===== config.mk =====
export PLATFORM = sky130hd
export DESIGN_NAME = planar_odometry_integrator_core
export DESIGN_NICKNAME = d
export VERILOG_FILES = /design/src/sv/por_pkg.sv /design/src/sv/por_cordic.sv /design/src/sv/por_mul.sv /design/src/sv/planar_odometry_integrator_core.sv
export SDC_FILE = /design/constraint.sdc
export NUM_CORES = 2
export LEC_CHECK = 0
export BUFFER_PORTS_ARGS = -buffer_cell sky130_fd_sc_hd__buf_2
export CAP_MARGIN = 40
export CORE_UTILIZATION = 65
export CTS_BUF_LIST = sky130_fd_sc_hd__clkbuf_4
export DETAILED_ROUTE_END_ITERATION = 12
export PLACE_DENSITY = 0.92
export SLEW_MARGIN = 20
export SYNTH_ARGS = -nofsm -noshare
export SYNTH_HDL_FRONTEND = slang
export SYNTH_SLANG_ARGS = --single-unit

===== constraint.sdc =====
create_clock -name clk -period 36.9 [get_ports clk]
set_input_delay 1.845 -clock clk [delete_from_list [all_inputs] [get_ports clk]]
set_output_delay 1.845 -clock clk [all_outputs]
set_load 0.01 [all_outputs]

===== src/sv/por_pkg.sv =====
// Shared constants, result type and arctangent table for the planar odometry integrator.
`default_nettype none
package por_pkg;

  localparam logic signed [31:0] PI_Q      = 32'sd843314857;
  localparam logic signed [31:0] TWO_PI_Q  = 32'sd1686629714;
  localparam logic signed [31:0] HALF_PI_Q = 32'sd421657428;
  localparam logic signed [31:0] CORD_GAIN = 32'sd652032874;
  localparam logic signed [31:0] ONE_Q30   = 32'sd1073741824;

  // Serial multiplier geometry: the multiplier operand is consumed one bit a cycle.
  localparam int MUL_A_W = 40;
  localparam int MUL_B_W = 32;
  localparam int MUL_P_W = MUL_A_W + MUL_B_W;

  // Exponent of the largest power-of-two multiple of two pi used by the heading wrap;
  // the reduction takes WRAP_TOP + 1 steps.
  localparam logic [3:0] WRAP_TOP = 4'd11;

  typedef struct packed {
    logic               done;
    logic signed [31:0] sin;
    logic signed [31:0] cos;
  } cord_res_t;

  // Arctangent of 2^-i in Q4.28.
  function automatic logic signed [31:0] atan_q28(input logic [4:0] i);
    logic signed [31:0] r;
    begin
      case (i)
        5'd0:  r = 32'sd210828714;
        5'd1:  r = 32'sd124459457;
        5'd2:  r = 32'sd65760959;
        5'd3:  r = 32'sd33381290;
        5'd4:  r = 32'sd16755422;
        5'd5:  r = 32'sd8385879;
        5'd6:  r = 32'sd4193963;
        5'd7:  r = 32'sd2097109;
        5'd8:  r = 32'sd1048571;
        5'd9:  r = 32'sd524287;
        5'd10: r = 32'sd262144;
        5'd11: r = 32'sd131072;
        5'd12: r = 32'sd65536;
        5'd13: r = 32'sd32768;
        5'd14: r = 32'sd16384;
        5'd15: r = 32'sd8192;
        5'd16: r = 32'sd4096;
        5'd17: r = 32'sd2048;
        5'd18: r = 32'sd1024;
        5'd19: r = 32'sd512;
        5'd20: r = 32'sd256;
        5'd21: r = 32'sd128;
        5'd22: r = 32'sd64;
        5'd23: r = 32'sd32;
        5'd24: r = 32'sd16;
        5'd25: r = 32'sd8;
        5'd26: r = 32'sd4;
        5'd27: r = 32'sd2;
        5'd28: r = 32'sd1;
        default: r = 32'sd0;
      endcase
      return r;
    end
  endfunction

endpackage
`default_nettype wire


===== src/sv/por_cordic.sv =====
// Iterative CORDIC unit giving clamped sine and cosine of a Q4.28 angle, one rotation a cycle.
`default_nettype none
module por_cordic #(
  parameter int CORDIC_STEPS = 24
) (
  input  wire logic               clk,
  input  wire logic               rst,
  input  wire logic               start,
  input  wire logic signed [31:0] angle,
  output por_pkg::cord_res_t      res
);

  localparam int NSTEP = (CORDIC_STEPS > 32) ? 32 : CORDIC_STEPS;

  logic signed [33:0] x, y, x_next, y_next;
  logic signed [32:0] z, z_next;
  logic [5:0]         idx;
  logic               busy, neg, last;
  logic signed [33:0] sx, sy;
  logic signed [31:0] at;

  function automatic logic signed [31:0] clamp(input logic signed [33:0] v);
    logic signed [33:0] hi;
    begin
      hi = 34'(por_pkg::ONE_Q30);
      if (v > hi) return por_pkg::ONE_Q30;
      if (v < -hi) return -por_pkg::ONE_Q30;
      return 32'(v);
    end
  endfunction

  always_comb begin
    at = por_pkg::atan_q28(idx[4:0]);
    sx = x >>> idx[4:0];
    sy = y >>> idx[4:0];
    if (z >= 0) begin
      x_next = x - sy;
      y_next = y + sx;
      z_next = z - 33'(at);
    end else begin
      x_next = x + sy;
      y_next = y - sx;
      z_next = z + 33'(at);
    end
    last = (idx == 6'(NSTEP - 1));
  end

  always_ff @(posedge clk) begin
    if (rst) begin
      busy     <= 1'b0;
      res.done <= 1'b0;
    end else begin
      res.done <= 1'b0;
      if (start) begin
        busy <= 1'b1;
        idx  <= '0;
        x    <= 34'(por_pkg::CORD_GAIN);
        y    <= '0;
        if (angle > por_pkg::HALF_PI_Q) begin
          z   <= 33'(angle) - 33'(por_pkg::PI_Q);
          neg <= 1'b1;
        end else if (angle < -por_pkg::HALF_PI_Q) begin
          z   <= 33'(angle) + 33'(por_pkg::PI_Q);
          neg <= 1'b1;
        end else begin
          z   <= 33'(angle);
          neg <= 1'b0;
        end
      end else if (busy) begin
        x   <= x_next;
        y   <= y_next;
        z   <= z_next;
        idx <= idx + 6'd1;
        if (last) begin
          busy     <= 1'b0;
          res.done <= 1'b1;
          res.sin  <= clamp(neg ? -y_next : y_next);
          res.cos  <= clamp(neg ? -x_next : x_next);
        end
      end
    end
  end

endmodule
`default_nettype wire


===== src/sv/por_mul.sv =====
// Bit-serial signed multiplier that takes one multiplier bit per cycle.
`default_nettype none
module por_mul (
  input  wire logic                                clk,
  input  wire logic                                rst,
  input  wire logic                                start,
  input  wire logic signed [por_pkg::MUL_A_W-1:0]  a,
  input  wire logic signed [por_pkg::MUL_B_W-1:0]  b,
  output logic signed [por_pkg::MUL_P_W-1:0]       prod,
  output logic                                     done
);

  localparam int CW = $clog2(por_pkg::MUL_B_W);
  localparam int PW = por_pkg::MUL_P_W;

  logic signed [por_pkg::MUL_P_W-1:0] mc;
  logic [por_pkg::MUL_B_W-1:0]        mp;
  logic [CW-1:0]                      cnt;
  logic                               busy, top;

  assign top = (cnt == CW'(por_pkg::MUL_B_W - 1));

  always_ff @(posedge clk) begin
    if (rst) begin
      busy <= 1'b0;
      done <= 1'b0;
    end else begin
      done <= 1'b0;
      if (start) begin
        busy <= 1'b1;
        cnt  <= '0;
        mc   <= PW'(a);
        mp   <= b;
        prod <= '0;
      end else if (busy) begin
        // The sign bit of the multiplier carries negative weight.
        if (mp[0]) prod <= top ? prod - mc : prod + mc;
        mc  <= mc <<< 1;
        mp  <= mp >> 1;
        cnt <= cnt + CW'(1);
        if (top) begin
          busy <= 1'b0;
          done <= 1'b1;
        end
      end
    end
  end

endmodule
`default_nettype wire


===== src/sv/planar_odometry_integrator_core.sv =====
// Top level of the planar dead-reckoning odometry integrator.
// A velocity command transaction (func 0) latches the body velocities and gives no
// result. A tick transaction (func 1) runs from acceptance to the published result
// through these steps (CORDIC_STEPS counts at most 32): one iterative CORDIC pass
// for the sine and cosine of the heading, seven bit-serial 40 by 32 bit
// multiplications on a single shared multiplier, twelve steps of modulo reduction for
// the heading wrap and a second CORDIC pass for the half-angle quaternion. The shared
// serial multiplier accounts for most of the processing time, and the next transaction
// can be accepted in the cycle after the result is published. Input is taken only
// while the block is idle, but a finished result sits in the output register and a new
// transaction may be accepted while it waits to be taken. Positions saturate at the
// POS_WIDTH signed range; the low 48 bits are shown on the ports.
`default_nettype none
module planar_odometry_integrator_core #(
  parameter int CORDIC_STEPS = 24,
  parameter int POS_WIDTH    = 48
) (
  input  wire logic               clk,
  input  wire logic               rst,
  input  wire logic               in_valid,
  output logic                    in_ready,
  input  wire logic               func,
  input  wire logic signed [23:0] lin_x,
  input  wire logic signed [23:0] lin_y,
  input  wire logic signed [23:0] ang_z,
  input  wire logic [19:0]        elapsed,
  output logic                    out_valid,
  input  wire logic               out_ready,
  output logic signed [47:0]      pos_x,
  output logic signed [47:0]      pos_y,
  output logic signed [30:0]      heading,
  output logic signed [31:0]      quat_z,
  output logic signed [31:0]      quat_w,
  output logic signed [23:0]      vel_x,
  output logic signed [23:0]      vel_y,
  output logic signed [23:0]      vel_yaw
);

  localparam int PW = por_pkg::MUL_P_W;
  localparam int SW = ((POS_WIDTH > 42) ? POS_WIDTH : 42) + 1;

  typedef enum logic [5:0] {
    ST_IDLE   = 6'b000001,
    ST_SINCOS = 6'b000010,
    ST_MUL    = 6'b000100,
    ST_WRAP   = 6'b001000,
    ST_QUAT   = 6'b010000,
    ST_DONE   = 6'b100000
  } state_t;

  typedef enum logic [2:0] {
    OP_VXC = 3'd0, OP_VYS = 3'd1, OP_VXS = 3'd2, OP_VYC = 3'd3,
    OP_RXT = 3'd4, OP_RYT = 3'd5, OP_WZT = 3'd6
  } op_t;

  state_t state;
  op_t    op;

  logic signed [POS_WIDTH-1:0] acc_x, acc_y;
  logic signed [31:0]          acc_heading;
  logic signed [23:0]          held_vx, held_vy, held_wz;
  logic [19:0]                 dt;
  logic signed [31:0]          s_r, c_r, cord_ang;
  logic signed [PW-1:0]        t_r;
  logic signed [39:0]          rx, ry;
  logic signed [42:0]          rem;
  logic [3:0]                  k;
  logic                        cord_go, mul_go;

  por_pkg::cord_res_t             cres;
  logic signed [por_pkg::MUL_A_W-1:0] mul_a;
  logic signed [por_pkg::MUL_B_W-1:0] mul_b;
  logic signed [PW-1:0]               prod;
  logic                               mul_done;

  por_cordic #(.CORDIC_STEPS(CORDIC_STEPS)) u_cordic (
    .clk(clk), .rst(rst), .start(cord_go), .angle(cord_ang), .res(cres)
  );

  por_mul u_mul (
    .clk(clk), .rst(rst), .start(mul_go), .a(mul_a), .b(mul_b),
    .prod(prod), .done(mul_done)
  );

  // Operand selection for the shared multiplier.
  always_comb begin
    unique case (op)
      OP_VXC:  begin mul_a = 40'(held_vx); mul_b = c_r; end
      OP_VYS:  begin mul_a = 40'(held_vy); mul_b = s_r; end
      OP_VXS:  begin mul_a = 40'(held_vx); mul_b = s_r; end
      OP_VYC:  begin mul_a = 40'(held_vy); mul_b = c_r; end
      OP_RXT:  begin mul_a = rx;           mul_b = signed'(32'(dt)); end
      OP_RYT:  begin mul_a = ry;           mul_b = signed'(32'(dt)); end
      default: begin mul_a = 40'(held_wz); mul_b = signed'(32'(dt)); end
    endcase
  end

  // Rounded products and the saturating position update.
  logic signed [39:0]   rx_new, ry_new, dth;
  logic signed [41:0]   dpos;
  logic signed [SW-1:0] pmax, pmin, sum_x, sum_y;
  logic signed [POS_WIDTH-1:0] sat_x, sat_y;

  always_comb begin
    rx_new = 40'((t_r - prod + PW'(32768)) >>> 16);
    ry_new = 40'((t_r + prod + PW'(32768)) >>> 16);
    dpos   = 42'((prod + PW'(64'sd536870912)) >>> 30);
    dth    = 40'((prod + PW'(8)) >>> 4);
    pmax   = SW'(signed'({1'b0, {(POS_WIDTH-1){1'b1}}}));
    pmin   = -pmax - SW'(1);
    sum_x  = SW'(acc_x) + SW'(dpos);
    sum_y  = SW'(acc_y) + SW'(dpos);
    sat_x  = (sum_x > pmax) ? POS_WIDTH'(pmax) :
             (sum_x < pmin) ? POS_WIDTH'(pmin) : POS_WIDTH'(sum_x);
    sat_y  = (sum_y > pmax) ? POS_WIDTH'(pmax) :
             (sum_y < pmin) ? POS_WIDTH'(pmin) : POS_WIDTH'(sum_y);
  end

  // One step of the signed modulo reduction by two pi, largest multiple first.
  logic signed [42:0] mk, rem_step, rem_fix, head_new;

  always_comb begin
    mk       = 43'(por_pkg::TWO_PI_Q) <<< k;
    if (rem >= mk)     rem_step = rem - mk;
    else if (rem < 0)  rem_step = rem + mk;
    else               rem_step = rem;
    rem_fix  = (rem_step < 0) ? rem_step + 43'(por_pkg::TWO_PI_Q) : rem_step;
    head_new = rem_fix - 43'(por_pkg::PI_Q);
  end

  assign in_ready = (state == ST_IDLE);

  always_ff @(posedge clk) begin
    if (rst) begin
      state       <= ST_IDLE;
      op          <= OP_VXC;
      cord_go     <= 1'b0;
      mul_go      <= 1'b0;
      out_valid   <= 1'b0;
      acc_x       <= '0;
      acc_y       <= '0;
      acc_heading <= '0;
      held_vx     <= '0;
      held_vy     <= '0;
      held_wz     <= '0;
    end else begin
      cord_go <= 1'b0;
      mul_go  <= 1'b0;
      if (out_valid && out_ready) out_valid <= 1'b0;
      unique case (state)
        ST_IDLE: begin
          if (in_valid) begin
            if (func) begin
              dt       <= elapsed;
              cord_ang <= acc_heading;
              cord_go  <= 1'b1;
              state    <= ST_SINCOS;
            end else begin
              held_vx <= lin_x;
              held_vy <= lin_y;
              held_wz <= ang_z;
            end
          end
        end
        ST_SINCOS: begin
          if (cres.done) begin
            s_r    <= cres.sin;
            c_r    <= cres.cos;
            op     <= OP_VXC;
            mul_go <= 1'b1;
            state  <= ST_MUL;
          end
        end
        ST_MUL: begin
          if (mul_done) begin
            mul_go <= 1'b1;
            case (op)
              OP_VXC:  begin t_r <= prod;  op <= OP_VYS; end
              OP_VYS:  begin rx <= rx_new; op <= OP_VXS; end
              OP_VXS:  begin t_r <= prod;  op <= OP_VYC; end
              OP_VYC:  begin ry <= ry_new; op <= OP_RXT; end
              OP_RXT:  begin acc_x <= sat_x; op <= OP_RYT; end
              OP_RYT:  begin acc_y <= sat_y; op <= OP_WZT; end
              default: begin
                mul_go <= 1'b0;
                rem    <= 43'(acc_heading) + 43'(dth) + 43'(por_pkg::PI_Q);
                k      <= por_pkg::WRAP_TOP;
                state  <= ST_WRAP;
              end
            endcase
          end
        end
        ST_WRAP: begin
          rem <= rem_step;
          k   <= k - 4'd1;
          if (k == 4'd0) begin
            acc_heading <= 32'(head_new);
            cord_ang    <= 32'(head_new >>> 1);
            cord_go     <= 1'b1;
            state       <= ST_QUAT;
          end
        end
        ST_QUAT: begin
          if (cres.done) begin
            s_r   <= cres.sin;
            c_r   <= cres.cos;
            state <= ST_DONE;
          end
        end
        ST_DONE: begin
          // Wait until the output register is free, then publish the result.
          if (!out_valid) begin
            out_valid <= 1'b1;
            pos_x     <= 48'(acc_x);
            pos_y     <= 48'(acc_y);
            heading   <= acc_heading[30:0];
            quat_z    <= s_r;
            quat_w    <= c_r;
            vel_x     <= held_vx;
            vel_y     <= held_vy;
            vel_yaw   <= held_wz;
            state     <= ST_IDLE;
          end
        end
        default: state <= ST_IDLE;
      endcase
    end
  end

  a_tick_leaves_idle: assert property (@(posedge clk) disable iff (rst)
    (in_valid && in_ready && func) |=> !in_ready)
    else $error("tick transaction did not start processing");

  a_cmd_stays_idle: assert property (@(posedge clk) disable iff (rst)
    (in_valid && in_ready && !func) |=> in_ready)
    else $error("velocity command left the idle state");

  a_heading_range: assert property (@(posedge clk) disable iff (rst)
    (acc_heading >= -por_pkg::PI_Q) && (acc_heading < por_pkg::PI_Q))
    else $error("heading outside the wrapped range");

  a_publish: assert property (@(posedge clk) disable iff (rst)
    (state == ST_DONE && !out_valid) |=> (out_valid && in_ready))
    else $error("finished result was not published");

endmodule
`default_nettype wire

Word level (Yosys, flattened, before mapping)
Memories as Yosys holds them, arrays and structs flattened. A register that Yosys moved wholly into a read port is not among the register bits. Index checks and enable logic that the tools add are counted.

Bits in registers: 1131. Bits in latches: 0. Memory bits (writable): 0. ROM bits: 896. Bits of input ports: 97. Output and inout port bits: 265. Word-level logic and storage cells: 258. Memories kept: 1.

Memory list: (no name shown) (depth 32, width 28, read ports 1, clocked after Yosys merged registers in 1, write ports 0, line por_pkg.sv:30) `case (i)`.

Add/subtract/negate cells: 29. $mul: 0. Div/mod/pow operators: 0. Order comparisons: 14. Eq/ne operators: 22. Shift operators: 3. Mux-type cells: 104. Bitwise gates (word level): 6. Reductions and logical operators: 36.

Operator list (number): 32-bit 2-to-1 mux (13); 72-bit 2-to-1 mux (5); 34-bit 2-to-1 mux (6); 33-bit 2-to-1 mux (6); 48-bit 2-to-1 mux (4); 43-bit 2-to-1 mux (4); 40-bit case mux with 4 select lines (1); 32-bit case mux with 2 select lines (2); 56-bit by 17-bit adder with 56-bit output (second input constant) (2); 48-bit by 42-bit adder with 49-bit output (2); 49-bit by 48-bit greater-than comparator with 1-bit output (second input constant) (2); 49-bit by 48-bit less-than comparator with 1-bit output (second input constant) (2); 43-bit by 1-bit less-than comparator with 1-bit output (second input constant) (2); 43-bit case mux with 2 select lines (1); 72-bit by 31-bit adder with 72-bit output (second input constant) (1); 72-bit adder (1); 72-bit subtractor (1); 34-bit adder (2); 34-bit by 32-bit greater-than comparator with 1-bit output (second input constant) (2); 34-bit by 31-bit less-than comparator with 1-bit output (second input constant) (2); 34-bit negation (2); 34-bit by 5-bit >>> shifter with 34-bit output (2); 34-bit subtractor (2); 65-bit 2-to-1 mux (1); 57 further kinds (146).

Longest topological paths before layout
Depth after elaboration: 19. Depth in mapped cells: 37. Gate-level depth less buffers: 30.

Cells and area by module
A second synthesis with hierarchy kept.

Cell total of the unflattened synthesis: 9292. Area total of the unflattened synthesis: 86225.2 um^2.

Modules (own cells, without submodules): planar_odometry_integrator_core (times used 1, cells an instance 5097, area an instance 49513.7 um^2, sequential area each 21120.3 um^2); por_cordic (times used 1, cells an instance 2865, area an instance 23822.8 um^2, sequential area each 5765.5 um^2); por_mul (times used 1, cells an instance 1330, area an instance 12888.6 um^2, sequential area each 5475.3 um^2).

Worst setup path before layout
Ideal clock, no wire load.

Path type: input -> register. From: input port rst. To: register heading[0] (enable). Setup time: 1209 ps. Arrival time: 20168 ps. Required time: 35691 ps. Path slack: 15524 ps. Cell stages on the path: 4. Buffers on the path: 3. Cells stage by stage: clkbuf_1 clkbuf_1 clkbuf_1 nor3_1.

Longest elaborated chain between the ends: 2.

RTL lines: start: declaration (line planar_odometry_integrator_core.sv:19) `input wire logic rst,`; 1-bit inverter (no source line); 3-bit AND reduction (no source line); end signal: assignment (line planar_odometry_integrator_core.sv:216) `heading <= acc_heading[30:0];`; end: declaration (line planar_odometry_integrator_core.sv:31) `output logic signed [30:0] heading,`.

Every way passes these cells. A chain may end at the register's enable or synchronous reset.

Final worst setup path
From: register u_cordic.idx[0]. To: register u_cordic.res[0] (netlist name) (data pin).

Longest elaborated chain between the ends: 14. Elaborated cells on any way between the ends: 22. Those cells by class: add/sub (3); order compare (2); shift (1); mux (16).

RTL lines: start: declaration (line por_cordic.sv:17) `logic [5:0] idx;`; start signal: assignment (line por_cordic.sv:73) `idx <= idx + 6'd1;`; 34-bit by 5-bit >>> shifter with 34-bit output (*) (line por_cordic.sv:35) `sy = y >>> idx[4:0];`; 34-bit adder or 34-bit subtractor (tied branches) (line por_cordic.sv:41, por_cordic.sv:37); 34-bit 2-to-1 mux (*) (line por_cordic.sv:36) `if (z >= 0) begin`; 34-bit negation (line por_cordic.sv:78) `res.cos <= clamp(neg ? -x_next : x_next);`; 34-bit 2-to-1 mux (*) (line por_cordic.sv:78); 34-bit by 31-bit less-than comparator with 1-bit output (line por_cordic.sv:27) `if (v < -hi) return -por_pkg::ONE_Q30;`; 1-bit 2-to-1 mux (2 in a row) (line por_cordic.sv:27); 1-bit 2-to-1 mux (line por_cordic.sv:74) `if (last) begin`; 1-bit 2-to-1 mux (line por_cordic.sv:69) `end else if (busy) begin`; 1-bit 2-to-1 mux (line por_cordic.sv:54) `if (start) begin`; 1-bit 2-to-1 mux (line por_cordic.sv:49) `if (rst) begin`; 32-bit 2-to-1 mux (line por_cordic.sv:28) `return 32'(v);`; 32-bit 2-to-1 mux (*) (line por_cordic.sv:27); end: declaration (line por_cordic.sv:10) `output por_pkg::cord_res_t res`.

Mark *: on every way between the ends. The rest lies on a longest branch, timed or not. The select of a mux whose other input is x is not followed.

==> flow_summary_export.csv <==
group,metric,value,unit
place,dp_hpwl,181300,µm
setup_path,critPathLaunchType,"register",
clocking,cts_resized,0,
logic_synthesis,ys_seq_area_share,39.52,%
place,placed_cells,10430,
floorplanning,rows,129,
cells_and_area,layout_commonest_cell,"edfxtp_1",
clocking,hold_buffers,0,
global_route,grt_pass1_wl,382300,µm
clocking,cts_buffer_depth,4,
logic_synthesis,synthesis.area,81880,µm²
cells_and_area,postLayoutCoreUtil,71.96,%
floorplanning,start_util,65.88,%
setup_path,crit_top_cell,"buf_4",
cells_and_area,area_growth,9.233,%
timing,setup_tns,0,ps
logic_synthesis,synth-seq-cells,1159,
clocking,path_clk_slew,80,ps
floorplanning,dieArea,127400,µm²
timing,final.min_clock_period,9813,ps
power,power_density,41.92,nW/µm²
route,drt-vias-per-instance,6.551,
route,ant_nets,0,
logic_synthesis,synth_cell_type_count,100,
setup_path,cpPeakStageDelay,690,ps
timing,tightest_slew,1117,ps
global_route,grt_pass1_vias,69710,
setup_path,arrival,10920,ps
global_route,track_usage,38.07,%
power,p_leak,35.91,nW
logic_synthesis,synth_top_family_by_area,"compound AO/OA/AOI/OAI gates",
logic_synthesis,synth_xor_area_share,7.916,%
place,place_area,85300,µm²
timing,hold_viol,0,
cells_and_area,final_cell_area,89440,µm²
outcome,status,"complete, no violations",
timing,fmax,101.9,MHz
worst_hold_path,holdPathStages,0,
power,peakVddDrop,0.04325,mV
logic_synthesis,yosys_most_used_dff,"edfxtp_1",
place,place_congestion,1.013,
timing,rsz0062_at_grt,"false",
global_route,grt_start_max_net_pins,161,
setup_path,cpMaxStageDelayCell,"buf_4",
global_route,antenna_found_initial,9,
clocking,clockRootBuffer,"clkbuf_4",
timing,post-route-period-util,26.59,%
logic_synthesis,syn_inst,8716,
logic_synthesis,synthArstFlopShare,0,%
logic_synthesis,syn-num-nets,9495,
cells_and_area,layout-drive-gt1-share,13.02,%
logic_synthesis,synthMuxAreaShare,4.160,%
route,vias,72100,
clocking,htree_levels,5,
setup_path,required,38010,ps
logic_synthesis,synth_compound_area_share,18.32,%
job,maxCapViolations,0,
timing,relSlewSlack,25.56,%
clocking,cts_tree,"yes",
route,dr.pass1.iters,9,
cells_and_area,layoutNonFillerInstCount,11010,
logic_synthesis,yosysWarnings,0,
logic_synthesis,synth_enable_flop_cells,915,
clocking,cts_setup_buffers,0,
logic_synthesis,syn_avg_cell_area,9.394,µm²
logic_synthesis,synth_fa_ha_area_share,10.79,%
setup_path,reg2regPathDepth,29,
setup_path,critical_path.startpoint,"u_cordic.idx[0]$_SDFFCE_PP0P_",
worst_hold_path,min_from,"u_cordic.res[23]$_SDFFCE_PP0P_",
clocking,clkSinkCount,1159,
cells_and_area,final_nets,9907,
place,io_buffer_count,361,
timing,setup_viol,0,
setup_path,worst-path-max-fanout,49,
floorplanning,die_width,356.9,µm
timing,skew,155.4,ps
setup_path,end_kind,"register",
setup_path,path_class,"reg2reg",
clocking,clkLatencyLatePin,1350,ps
floorplanning,die_y,356.9,µm
logic_synthesis,synth-simple-area-share,15.42,%
setup_path,rr_startpoint,"u_cordic.idx[0]$_SDFFCE_PP0P_",
timing,maxSlewViolCount,0,
floorplanning,ios,362,
route,wl,250800,µm
global_route,grt_overflow_total,0,
route,drc,0,
route,routedWlPerCell,22.79,µm
cells_and_area,final_cell_mix,"edfxtp_1 (915), nor2_1 (873), nand2_1 (783)",
worst_hold_path,hold_path.class,"reg2reg",
clocking,numCtsBuffers,321,
route,first_iter_violations,8799,
floorplanning,core_region_area,124300,µm²
==> kinds of logic (layout without fill, tap and decap cells) <==
| group | after synthesis | in the layout |
|---|---|---|
| AND/OR/NAND/NOR | 2706 | 2706 |
| AO/OA/AOI/OAI | 2333 | 2333 |
| flip-flops | 1159 | 1159 |
| buffers and inverters | 821 | 1464 |
| XOR/XNOR | 740 | 740 |
| adder cells (fa/ha/maj) | 706 | 706 |
| multiplexers | 251 | 251 |
| other | 0 | 10 |
==> metrics by stage <==
step / hold slack (ps) / power [mW] / setup WS (ps)
2_1_floorplan: 400.3 / 2.300 / 15520
3_3_place_gp: 401.5 / 2.530 / 27780
3_5_place_dp: 404.5 / 2.568 / 27450
4_1_cts: 359.7 / 3.724 / 27220
5_1_grt: 386.6 / 3.906 / 26520
6_report: 336.5 / 3.749 / 27090
==> flip-flops by register name (all words and copies together) (netlist names), 31 cells and up <==
name,count
rx,40
s_r,32
acc_y,48
c_r,32
u_cordic.x,34
u_cordic.res,65
acc_x,48
u_mul.mc,72
u_cordic.z,33
heading,31
pos_x,48
quat_z,32
acc_heading,32
u_mul.prod,72
u_mul.mp,32
t_r,56
ry,40
u_cordic.y,34
quat_w,32
pos_y,48
cord_ang,32
rem,43
==> synth_stat cells, types with 77 or more instances <==
cell / number / share of area (%)
nor2b_1: 104 / 0.79
nand3_1: 151 / 0.92
edfxtp_1: 915 / 34
a31oi_1: 77 / 0.59
inv_1: 435 / 2.0
mux2i_1: 131 / 1.6
xnor2_1: 491 / 5.3
nand2_1: 784 / 3.6
xor2_1: 249 / 2.7
dfxtp_1: 244 / 6.0
a211oi_1: 149 / 1.4
and3_1: 93 / 0.71
nor3_1: 179 / 1.1
clkbuf_1: 310 / 1.4
o31ai_1: 81 / 0.74
ha_1: 674 / 10
a21o_1: 200 / 1.8
nor2_1: 879 / 4.0
o21ai_0: 502 / 3.1
nand2b_1: 96 / 0.73
o21a_1: 113 / 1.0
a21oi_1: 664 / 4.1
==> worst max-delay path, delay by kind of cell (launching register included) <==
kind,cells,cell delay (ps)
fa+ha+maj,2,430
xor+xnor,1,180
simple gates,8,3070
compound gates,10,2870
flops,1,320
buf+inv,5,1520
mux,3,1190
==> path summary, 6_finish.rpt <==
| kind | to | slack [ps] |
|---|---|---|
| setup / recovery | u_cordic.res[0]$_SDFFCE_PP0P_ | 27090 |
| hold / removal | c_r[23]$_DFFE_PP_ | 340 |
| setup reg to reg | u_cordic.res[0]$_SDFFCE_PP0P_ | 27090 |
| hold reg to reg | c_r[23]$_DFFE_PP_ | 340 |
==> final cells by class <==
class / count / area, µm²
multi-input combinational: 6736 / 46510
sequential: 1159 / 32370
tap: 1637 / 2048
antenna: 10 / 25.02
clock inverter: 98 / 471.7
inverter: 440 / 1654
fill: 8495 / 34850
timing repair buffer: 470 / 2929
clock buffer: 456 / 3423
==> power breakdown <==
part / switching (mW) / internal (mW) / leakage, nW / total [mW]
Clock: 0.580 / 0.584 / 2.35 / 1.16
Sequential: 0.0556 / 1.49 / 10.3 / 1.54
Combinational: 0.657 / 0.386 / 23.3 / 1.04
Total: 1.29 / 2.46 / 35.9 / 3.75
==> per-layer routing <==
layer	GRT usage (%)	wire (µm)	share of wire (%)	up-vias
met3	7.332	24290	9.7	958
li1	-	-	-	32890
met5	0	19	0.0076	-
met2	61.75	116600	46	4328
met1	46.74	93420	37	33930
met4	24.03	16450	6.6	2
(Power assumes the default switching activity.)
